<file path="src/cpsb_pkg.sv">
package cpsb_pkg;

   localparam int SCREEN_W_DEF = 320;
   localparam int SCREEN_H_DEF = 200;

   localparam logic [2:0] OP_START = 3'd0;
   localparam logic [2:0] OP_COLUMN = 3'd1;
   localparam logic [2:0] OP_WRITE = 3'd2;
   localparam logic [2:0] OP_READ = 3'd3;
   localparam logic [2:0] OP_TINT = 3'd4;

   localparam logic [1:0] KIND_WRITE = 2'd0;
   localparam logic [1:0] KIND_READ = 2'd1;
   localparam logic [1:0] KIND_BAD = 2'd2;

   localparam logic [1:0] MODE_OPAQUE = 2'd0;
   localparam logic [1:0] MODE_TRANS = 2'd1;
   localparam logic [1:0] MODE_SHADOW = 2'd2;

   localparam logic [2:0] PH_IDLE = 3'd0;
   localparam logic [2:0] PH_TOP = 3'd1;
   localparam logic [2:0] PH_LEN = 3'd2;
   localparam logic [2:0] PH_PADA = 3'd3;
   localparam logic [2:0] PH_PIX = 3'd4;
   localparam logic [2:0] PH_PADB = 3'd5;

   localparam logic [7:0] END_MARK = 8'hff;

   typedef struct packed {
      logic [2:0] op;
      logic signed [15:0] pos_x;
      logic signed [15:0] pos_y;
      logic signed [15:0] left_offset;
      logic signed [15:0] top_offset;
      logic [14:0] patch_width;
      logic [14:0] patch_height;
      logic [1:0] mode;
      logic [7:0] data_byte;
      logic [15:0] address;
   } req_type;

   typedef struct packed {
      logic [1:0] kind;
      logic [15:0] pixel_address;
      logic [7:0] pixel_value;
      logic last;
   } rsp_type;

endpackage

</file>
<file path="src/cpsb_if.sv">


interface cpsb_rsp_if;
   logic valid;
   logic ready;
   cpsb_pkg::rsp_type data;
   modport source (output valid, output data, input ready);
   modport sink (input valid, input data, output ready);
endinterface

</file>
<file path="src/cpsb_fifo.sv">
module cpsb_fifo (
   input  logic clock,
   input  logic reset,
   input  logic push,
   input  cpsb_pkg::rsp_type push_data,
   output logic [2:0] count,
   cpsb_rsp_if.source rsp
);
   cpsb_pkg::rsp_type mem_ff [4];
   logic [1:0] wp_ff, rp_ff;
   logic [2:0] cnt_ff;
   logic pop;

   assign pop = rsp.valid && rsp.ready;
   assign rsp.valid = cnt_ff != 3'd0;
   assign rsp.data = mem_ff[rp_ff];
   assign count = cnt_ff;

   always_ff @(posedge clock) begin
      if (push) mem_ff[wp_ff] <= push_data;
      if (reset) begin
         wp_ff <= '0;
         rp_ff <= '0;
         cnt_ff <= '0;
      end else begin
         if (push) wp_ff <= wp_ff + 2'd1;
         if (pop) rp_ff <= rp_ff + 2'd1;
         cnt_ff <= cnt_ff + {2'd0, push} - {2'd0, pop};
      end
   end
endmodule

</file>
<file path="src/flat_wrapper.sv">
// flat-port wrapper written by rule: the top's interface ports become plain ports
module cpsb_fifo_flat 
  (clock, reset, push, push_data, count, rsp_valid, rsp_data, rsp_ready);
  cpsb_rsp_if rsp_i ();
  input  logic clock;
  input  logic reset;
  input  logic push;
  input  cpsb_pkg::rsp_type push_data;
  output logic [2:0] count;
  output wire logic [$bits(rsp_i.valid)-1:0] rsp_valid;
  output wire logic [$bits(rsp_i.data)-1:0] rsp_data;
  input wire logic [$bits(rsp_i.ready)-1:0] rsp_ready;
  assign rsp_valid = rsp_i.valid;
  assign rsp_data = rsp_i.data;
  assign rsp_i.ready = rsp_ready;
  cpsb_fifo u_core (.clock(clock), .reset(reset), .push(push), .push_data(push_data), .count(count), .rsp(rsp_i));
endmodule
</file>
<file path="config.mk">
export PLATFORM = sky130hd
export DESIGN_NAME = cpsb_fifo_flat
export DESIGN_NICKNAME = d
export VERILOG_FILES = /design/src/cpsb_pkg.sv /design/src/cpsb_if.sv /design/src/cpsb_fifo.sv /design/src/flat_wrapper.sv
export SDC_FILE = /design/constraint.sdc
export NUM_CORES = 1
export LEC_CHECK = 0
export BUFFER_PORTS_ARGS = -buffer_cell sky130_fd_sc_hd__buf_2
export CAP_MARGIN = 20
export CORE_MARGIN = 5
export CORE_UTILIZATION = 55
export DETAILED_ROUTE_END_ITERATION = 6
export MAX_ROUTING_LAYER = met4
export PLACE_DENSITY = 0.77
export SYNTH_ARGS = -nofsm -noshare
export SYNTH_HDL_FRONTEND = slang
export SYNTH_SLANG_ARGS = --single-unit
export TNS_END_PERCENT = 10
</file>
<file path="constraint.sdc">
create_clock -name clock -period 2.2 [get_ports clock]
set_input_delay 0 -clock clock [delete_from_list [all_inputs] [get_ports clock]]
set_output_delay 0 -clock clock [all_outputs]
set_load 0.03 [all_outputs]
</file>
==> results.rst, run 1 <==
.. list-table::
   :header-rows: 1

   * - Metric
     - Value
   * - DRC violation total after the first TritonRoute iteration
     - 117
   * - Diodes inserted
     - 0
   * - Crit path time final
     - 2.10 ns
   * - Classification of the worst-slack hold path
     - in2reg
   * - Die height
     - approximately 100 microns
   * - Pwr dens
     - around 1200 nW/um^2
   * - Via count of the first global-routing pass
     - ~2400
   * - Number of standard cells in the layout, taps in and fillers out
     - 413
   * - WHS
     - between 0.2 and 0.3 ns
   * - Achievable clock frequency
     - 477 MHz
   * - Drt wl/cell
     - 20.0 microns
   * - Number of primary I/O pins
     - between 60 and 70
   * - Cell at the root of the clock tree
     - clkbuf_8
   * - Run status
     - finished, final reports clean
   * - Clk Latency, worst-skew pair
     - 0.49 ns
   * - Largest cells by area after synthesis
     - edfxtp_1 (73%), mux4_2 (10%), mux4_1 (4.2%)
   * - Number of buffers on the longest clock path
     - 2
   * - Setup violators final
     - 0
   * - Flop and latch count out of synthesis
     - roughly 120
   * - Slew at the pin with the worst max-slew slack
     - around 0.43 ns
   * - Total Routed Length
     - 8260 microns
   * - Mapped Cells
     - 186
   * - Area share of the leading cell type in the synthesized netlist
     - 0.735
   * - Number of optimization iterations in the first detailed-route pass
     - 4
   * - Synth Area per Inst
     - 23.7 sq um
   * - Area of the core region
     - 7770 sq um
   * - Number of cells after detailed placement
     - 350
   * - Max_cap viols
     - 0
   * - Data required time of the critical path
     - 2.58 ns
   * - Synthesized cell area
     - 4410 sq um
   * - Effective utilization at floorplan
     - 0.568
   * - Core occupancy in the finished layout
     - 0.739
   * - Sequential element share of the synthesized area
     - 0.776
   * - First-pass GRT wire length
     - 13300 microns
   * - Net count, final
     - 336
   * - Via count normalized by instance count
     - 5.30
   * - Most common cell after layout, fill and taps aside
     - edfxtp_1
   * - Overall routing resource usage
     - 0.191
   * - Final worst clock skew
     - between 0.005 and 0.006 ns
   * - Number of buffers inserted by post-CTS setup repair
     - 0
   * - Peak supply drop
     - 0.819 mV
   * - Die Area
     - 9920 sq um
   * - TritonCTS buffer count
     - 17
   * - DRC Markers
     - 0
   * - Crit-path max FO
     - 6
   * - Category of the worst setup path capture point
     - flip-flop
   * - Yosys top cell by area
     - edfxtp_1
   * - Setup repair after global routing missed its margin
     - false
   * - Ys Warns
     - 0
   * - Final clock period utilization by the worst path
     - 0.954
   * - Hold violation count in the final report
     - 0
   * - Static Leakage
     - 2.06 nW
   * - Pin count of the biggest net entering global routing
     - 28
   * - Row count
     - 32
   * - Filler cells
     - about 450
   * - Final weighted congestion in routability-driven placement
     - about 0.73
   * - Worst endpoint data arrival time
     - about 2.5 ns
   * - Clock edge transition at the registers on the reported setup and hold paths
     - 0.05 ns
   * - Startpoint type of the worst setup path
     - flip-flop
   * - Fraction of layout instances using a drive strength above 1
     - 0.392
   * - Synthesized Nets
     - 224
   * - Sum of overflow across all layers after global routing
     - 0
   * - Antenna violations before repair
     - 0
   * - Horizontal die dimension
     - 99.6 microns
   * - Worst slew margin relative to its limit
     - 0.707
   * - Number of distinct library cell variants in the gate-level netlist after synthesis
     - 21
   * - Critical setup path kind
     - reg2reg
   * - Setup TNS
     - 0 ns
   * - Count of port buffers added during placement
     - 61
   * - Half-perimeter wire length after placement
     - 4490 microns
   * - Highest-count cells in the layout ignoring fill and taps
     - edfxtp_1 (108), buf_2 (61), dlygate4sd3_1 (31), mux4_2 (20), clkbuf_16 (16)
   * - Clk sinks
     - around 120
   * - Htree depth
     - 4
   * - Routed vias
     - between 2000 and 2500
   * - Clock tree from TritonCTS
     - built
   * - Count of nets left with antenna violations after detail routing
     - 0
   * - Slew Viols, Final
     - 0
   * - Area growth from synthesis to layout
     - 30.0%
==> flip-flops by register name (all words and copies together) (netlist names), named ones only <==
signal and flops:
u_core.count 3, u_core.mem_ff 108, u_core.rp_ff 2, u_core.wp_ff 2
==> cells by family after synthesis <==
logic type / count (synthesis) / synth area share
flops: 117 / 0.776
mux: 31 / 0.154
simple gates: 14 / 0.0170
buf+inv: 13 / 0.0210
fa+ha+maj: 7 / 0.0215
compound gates: 2 / 0.00397
xor+xnor: 2 / 0.00737
==> power breakdown <==
| part | leakage (nW) | total (mW) | internal, mW | switching (mW) |
|---|---|---|---|---|
| Clock | 0.268 | 2.63 | 1.70 | 0.923 |
| Sequential | 1.07 | 2.65 | 2.58 | 0.0663 |
| Combinational | 0.730 | 1.42 | 0.599 | 0.823 |
| Total | 2.06 | 6.70 | 4.88 | 1.81 |
==> critical path: stages (launching register included) <==
cell	delay [ns]
dfxtp_1	0.35
o31a_1	0.36
ha_1	0.30
inv_1	0.05
ha_1	0.25
nor2b_1	0.12
dlygate4sd3_1	0.55
==> final cells by class <==
type | count | area (sq um) | share of cell area
multi-input cells | 56 | 898 | 0.157
repair buffers | 100 | 688 | 0.120
well taps | 102 | 128 | 0.0222
flip-flops and latches | 117 | 3420 | 0.597
clock buffers | 17 | 414 | 0.0722
inverters | 6 | 22.5 | 0.00392
clock inverters | 15 | 163 | 0.0283
==> through the flow <==
stage	setup WS [ns]	cell area [sq um]	total power, mW
floorplan	0.224	4410	3.74
global placement	0.337	4850	4.03
finish	0.102	5740	6.70
detailed placement	0.257	4850	4.07
CTS	0.119	5740	6.76
global route	0.0180	5740	6.97
==> metal layers <==
layer  wire (microns)  GRT usage  up-vias
li1                 -          -      998
met1             3390      0.227     1128
met2             4490      0.312       55
met3              323     0.0547        6
met4               55     0.0714        0
met5                0          -        -
==> path summary, 6_finish.rpt <==
path	startpoint	to	slack, ns	cells past startpoint
min reg2reg	u_core.wp_ff[1]$_SDFFE_PP0P_	u_core.wp_ff[1]$_SDFFE_PP0P_	0.56	2
max reg2reg	u_core.count[1]$_SDFF_PP0_	u_core.count[0]$_SDFF_PP0_	0.10	6
max	u_core.count[1]$_SDFF_PP0_	u_core.count[0]$_SDFF_PP0_	0.10	6
min	push_data[9]	u_core.mem_ff[2][9]$_DFFE_PP_	0.26	2
==> what timing repair did <==
item	CTS	global route
hold buffers	31	0
resized for setup	0	0
endpoints found under the hold margin	119	0
==> synthesized netlist by cell type <==
cell type / count
edfxtp_1: 108
mux4_2: 20
dfxtp_1: 9
mux4_1: 7
ha_1: 6
inv_1: 6
nor2_1: 5
and2_1: 4
nor2b_1: 4
buf_2: 3
mux2_2: 3
buf_12: 2
buf_6: 1
clkbuf_1: 1
fa_1: 1
mux2i_1: 1
o311ai_0: 1
o31a_1: 1
or3_1: 1
xnor2_1: 1
xor3_1: 1
Power figures use the tool's default switching activity.
==> inputs of run 2 (changes only) <==
--- a/config.mk
+++ b/config.mk
@@ -5,13 +5,13 @@
 export SDC_FILE = /design/constraint.sdc
 export NUM_CORES = 1
 export LEC_CHECK = 0
-export BUFFER_PORTS_ARGS = -buffer_cell sky130_fd_sc_hd__buf_2
 export CAP_MARGIN = 20
 export CORE_MARGIN = 5
 export CORE_UTILIZATION = 55
 export DETAILED_ROUTE_END_ITERATION = 6
+export DONT_BUFFER_PORTS = 1
 export MAX_ROUTING_LAYER = met4
-export PLACE_DENSITY = 0.77
+export PLACE_DENSITY = 0.7
 export SYNTH_ARGS = -nofsm -noshare
 export SYNTH_HDL_FRONTEND = slang
 export SYNTH_SLANG_ARGS = --single-unit
==> run 2 against run 1 <==
Effect of this change: first-iteration DRC count fell by 4.3%; critical path depth rose by 1; non-clock buffer count fell by 59; final cell count fell by 14%; power fell by 0.62%; sequential cell count did not move; clock power rose by 3%; critical path type unchanged; critical endpoint is now u_core.count[2]$_SDFF_PP0_; largest power group is now the clock network.
==> results.rst, run 2 (synthesis gave the netlist of run 1 again) <==
.. list-table::
   :header-rows: 1

   * - Metric
     - Value
   * - Count of port buffers added during placement
     - 0 (was 61)
   * - Place WS
     - 0.271 ns (was 0.257 ns)
   * - TritonCTS buffer count
     - 17 (unchanged)
   * - Clk sinks
     - 117 (unchanged)
   * - Number of primary I/O pins
     - 62 (unchanged)
   * - Terminating pin of the worst hold path
     - u_core.mem_ff[2][9]$_DFFE_PP_ (unchanged)
   * - Via count of the first global-routing pass
     - 2135 (was 2444)
   * - Filler cells
     - 485 (was 454)
   * - R2R setup slack
     - 0.22 ns (was 0.10 ns)
   * - Area of the multi-input gates
     - 898 sq um (unchanged)
   * - Static Leakage
     - 1.86 nW (was 2.06 nW)
   * - Via count normalized by instance count
     - 5.49 (was 5.30)
   * - Cell area after placement
     - 4560 sq um (was 4850 sq um)
   * - Slew at the pin with the worst max-slew slack
     - 0.396 ns (was 0.434 ns)
   * - Final worst clock skew
     - 0.00696 ns (was 0.00502 ns)
   * - Worst slew margin relative to its limit
     - 0.736 (was 0.707)
   * - Number of buffers on the longest clock path
     - 2 (unchanged)
   * - Area growth from synthesis to layout
     - 24.0% (was 30.0%)
   * - Reg with most FFs
     - u_core.mem_ff (unchanged)
   * - Setup violators final
     - 0 (unchanged)
   * - Worst path buffer plus inverter count
     - 1 (was 2)
   * - Die Area
     - 9920 sq um (unchanged)
   * - Crit path time final
     - 1.98 ns (was 2.10 ns)
   * - Worst path setup slack after routing
     - 0.215 ns (was 0.102 ns)
   * - Overall routing resource usage
     - 0.177 (was 0.191)
   * - Highest-count cells in the layout ignoring fill and taps
     - edfxtp_1 (108), dlygate4sd3_1 (31), mux4_2 (20), clkbuf_16 (16), buf_4 (9) (was edfxtp_1 (108), buf_2 (61), dlygate4sd3_1 (31), mux4_2 (20), clkbuf_16 (16))
   * - Classification of the worst-slack hold path
     - in2reg (unchanged)
   * - Min-delay src
     - push (was push_data[9])
   * - Clk Latency, worst-skew pair
     - 0.49 ns (about the same)
   * - Half-perimeter wire length after placement
     - 4690 microns (was 4490 microns)
   * - Critical setup path kind
     - reg2reg (unchanged)
   * - Series of cell instances along the critical path
     - o31a_1, ha_1, inv_1, ha_1, fa_1, xor3_1, nor2_1 (was o31a_1, ha_1, inv_1, ha_1, nor2b_1, dlygate4sd3_1)
   * - Hold violation count in the final report
     - 0 (unchanged)
   * - Htree depth
     - 4 (unchanged)
   * - Sum of overflow across all layers after global routing
     - 0 (unchanged)
   * - Flip-flop count of the largest register after layout
     - 108 (unchanged)
   * - Pwr dens
     - 1220 nW/um^2 (was 1170 nW/um^2)
   * - Row count
     - 32 (unchanged)
   * - Total Routed Length
     - 7680 microns (was 8260 microns)
   * - Routed vias
     - 1944 (was 2187)
   * - Drt wl/cell
     - 21.7 microns (was 20.0 microns)
   * - Maximum cell stage delay along the critical path
     - 0.38 ns (was 0.55 ns)
   * - Category of the worst setup path capture point
     - flip-flop (unchanged)
   * - Slew Viols, Final
     - 0 (unchanged)
   * - Net count, final
     - 277 (was 336)
   * - Diodes inserted
     - 0 (unchanged)
   * - Setup TNS
     - 0 ns (unchanged)
   * - First-pass GRT wire length
     - 12200 microns (was 13300 microns)
   * - Core occupancy in the finished layout
     - 0.705 (was 0.739)
   * - Clock tree from TritonCTS
     - built (unchanged)
   * - Antenna violations before repair
     - 0 (unchanged)
   * - Pin count of the biggest net entering global routing
     - 28 (unchanged)
   * - Cell count of the worst reg-to-reg path
     - 7 (was 6)
   * - Layout Cell Area excl Fill
     - 5470 sq um (was 5740 sq um)
   * - Data required time of the critical path
     - 2.57 ns (was 2.58 ns)
   * - Horizontal die dimension
     - 99.6 microns (unchanged)
   * - DRC Markers
     - 0 (unchanged)
   * - Most common cell after layout, fill and taps aside
     - edfxtp_1 (unchanged)
   * - Fraction of layout instances using a drive strength above 1
     - 0.254 (was 0.392)
   * - Area of the core region
     - 7770 sq um (unchanged)
   * - WHS
     - 0.0824 ns (was 0.262 ns)
   * - Peak supply drop
     - 0.803 mV (was 0.819 mV)
   * - Die height
     - 99.6 microns (unchanged)
   * - Storage cell area
     - 3420 sq um (unchanged)
   * - Number of optimization iterations in the first detailed-route pass
     - 4 (unchanged)
   * - Slowest cell on the critical path
     - fa_1 (was dlygate4sd3_1)
   * - Setup repair after global routing missed its margin
     - false (unchanged)
   * - Achievable clock frequency
     - 504 MHz (was 477 MHz)
   * - Startpoint type of the worst setup path
     - flip-flop (unchanged)
   * - Effective utilization at floorplan
     - 0.568 (unchanged)
   * - Run status
     - finished, final reports clean (unchanged)
   * - Cell class contributing the biggest share of worst-path delay
     - adder cells (was buffers and inverters)
   * - Cell at the root of the clock tree
     - clkbuf_8 (unchanged)
   * - Count of nets left with antenna violations after detail routing
     - 0 (unchanged)
   * - Startpoint of the most critical register-to-register path
     - u_core.count[0]$_SDFF_PP0_ (was u_core.count[1]$_SDFF_PP0_)
   * - CTS resizes
     - 0 (unchanged)
   * - Worst reg2reg path endpoint
     - u_core.count[2]$_SDFF_PP0_ (was u_core.count[0]$_SDFF_PP0_)
   * - Final weighted congestion in routability-driven placement
     - 0.674 (was 0.732)
   * - DRC violation total after the first TritonRoute iteration
     - 112 (was 117)
   * - Cell depth of the worst min-delay path
     - 2 (unchanged)
   * - Clock edge transition at the registers on the reported setup and hold paths
     - 0.05 ns (about the same)
   * - Crit-path max FO
     - 5 (was 6)
   * - Max_cap viols
     - 0 (unchanged)
   * - Final clock period utilization by the worst path
     - 0.902 (was 0.954)
   * - Worst endpoint data arrival time
     - 2.36 ns (was 2.48 ns)
   * - Most prevalent standard cell on the critical path
     - ha_1 (unchanged)
## run 2: cell count changes in the layout (fill, tap and decap cells not counted), moves of 2 or more
cell / change
clkinvlp_4: -3
buf_2: -61
clkinv_4: +3
buf_4: +2
clkinv_1: -2
## run 2: area by class of cell
| class | count | share of cell area |
|---|---|---|
| Clock inverter | 14 | 0.0338 |
| Inverter | 6 | 0.00411 |
| Multi-Input combinational cell | 56 | 0.164 |
| Tap cell | 102 | 0.0233 |
| Timing Repair Buffer | 41 | 0.0727 |
| Sequential cell | 117 | 0.626 |
| Clock buffer | 18 | 0.0763 |
## run 2: how the worst max path moves through the flow
| stage | startpoint | to | cells after the start |
|---|---|---|---|
| 6_report | u_core.count[0]$_SDFF_PP0_ | u_core.count[2]$_SDFF_PP0_ | 7 |
| 5_1_grt | u_core.count[0]$_SDFF_PP0_ | u_core.count[2]$_SDFF_PP0_ | 7 |
| 4_1_cts | flip-flop | rsp_data[26] | 2 |
| 3_5_place_dp | u_core.count[0]$_SDFF_PP0_ | u_core.count[2]$_SDFF_PP0_ | 7 |
| 3_3_place_gp | u_core.count[0]$_SDFF_PP0_ | u_core.count[2]$_SDFF_PP0_ | 7 |
| 2_1_floorplan | u_core.count[1]$_SDFF_PP0_ | u_core.count[2]$_SDFF_PP0_ | 7 |
## run 2: per-stage QoR
step	power, mW	instances
floorplan	3.74	186
global placement	3.86	291
detailed placement	3.92	291
CTS	6.73	354
global route	6.93	354
finish	6.65	354
## run 2: what timing repair did
action / 4_1_cts / 5_1_grt
endpoints found under the hold margin: 117 / 0
hold buffers: 31 / 0
buffers inserted: 0 / 0
endpoints found under the setup margin: 0 / 0
## run 2: power breakdown
group          leakage (nW)  internal [mW]  switching (mW)
clock                 0.292           1.83           0.896
combinational         0.497          0.493           0.774
sequential             1.07           2.58          0.0834
## run 2: routing by layer
| metal | vias to the layer above | GRT usage | share of wire |
|---|---|---|---|
| met5 | - | - | 0 |
| met4 | 0 | 0.0630 | 0.012 |
| met3 | 7 | 0.0561 | 0.054 |
| met2 | 58 | 0.295 | 0.55 |
| met1 | 995 | 0.204 | 0.38 |
| li1 | 884 | - | - |
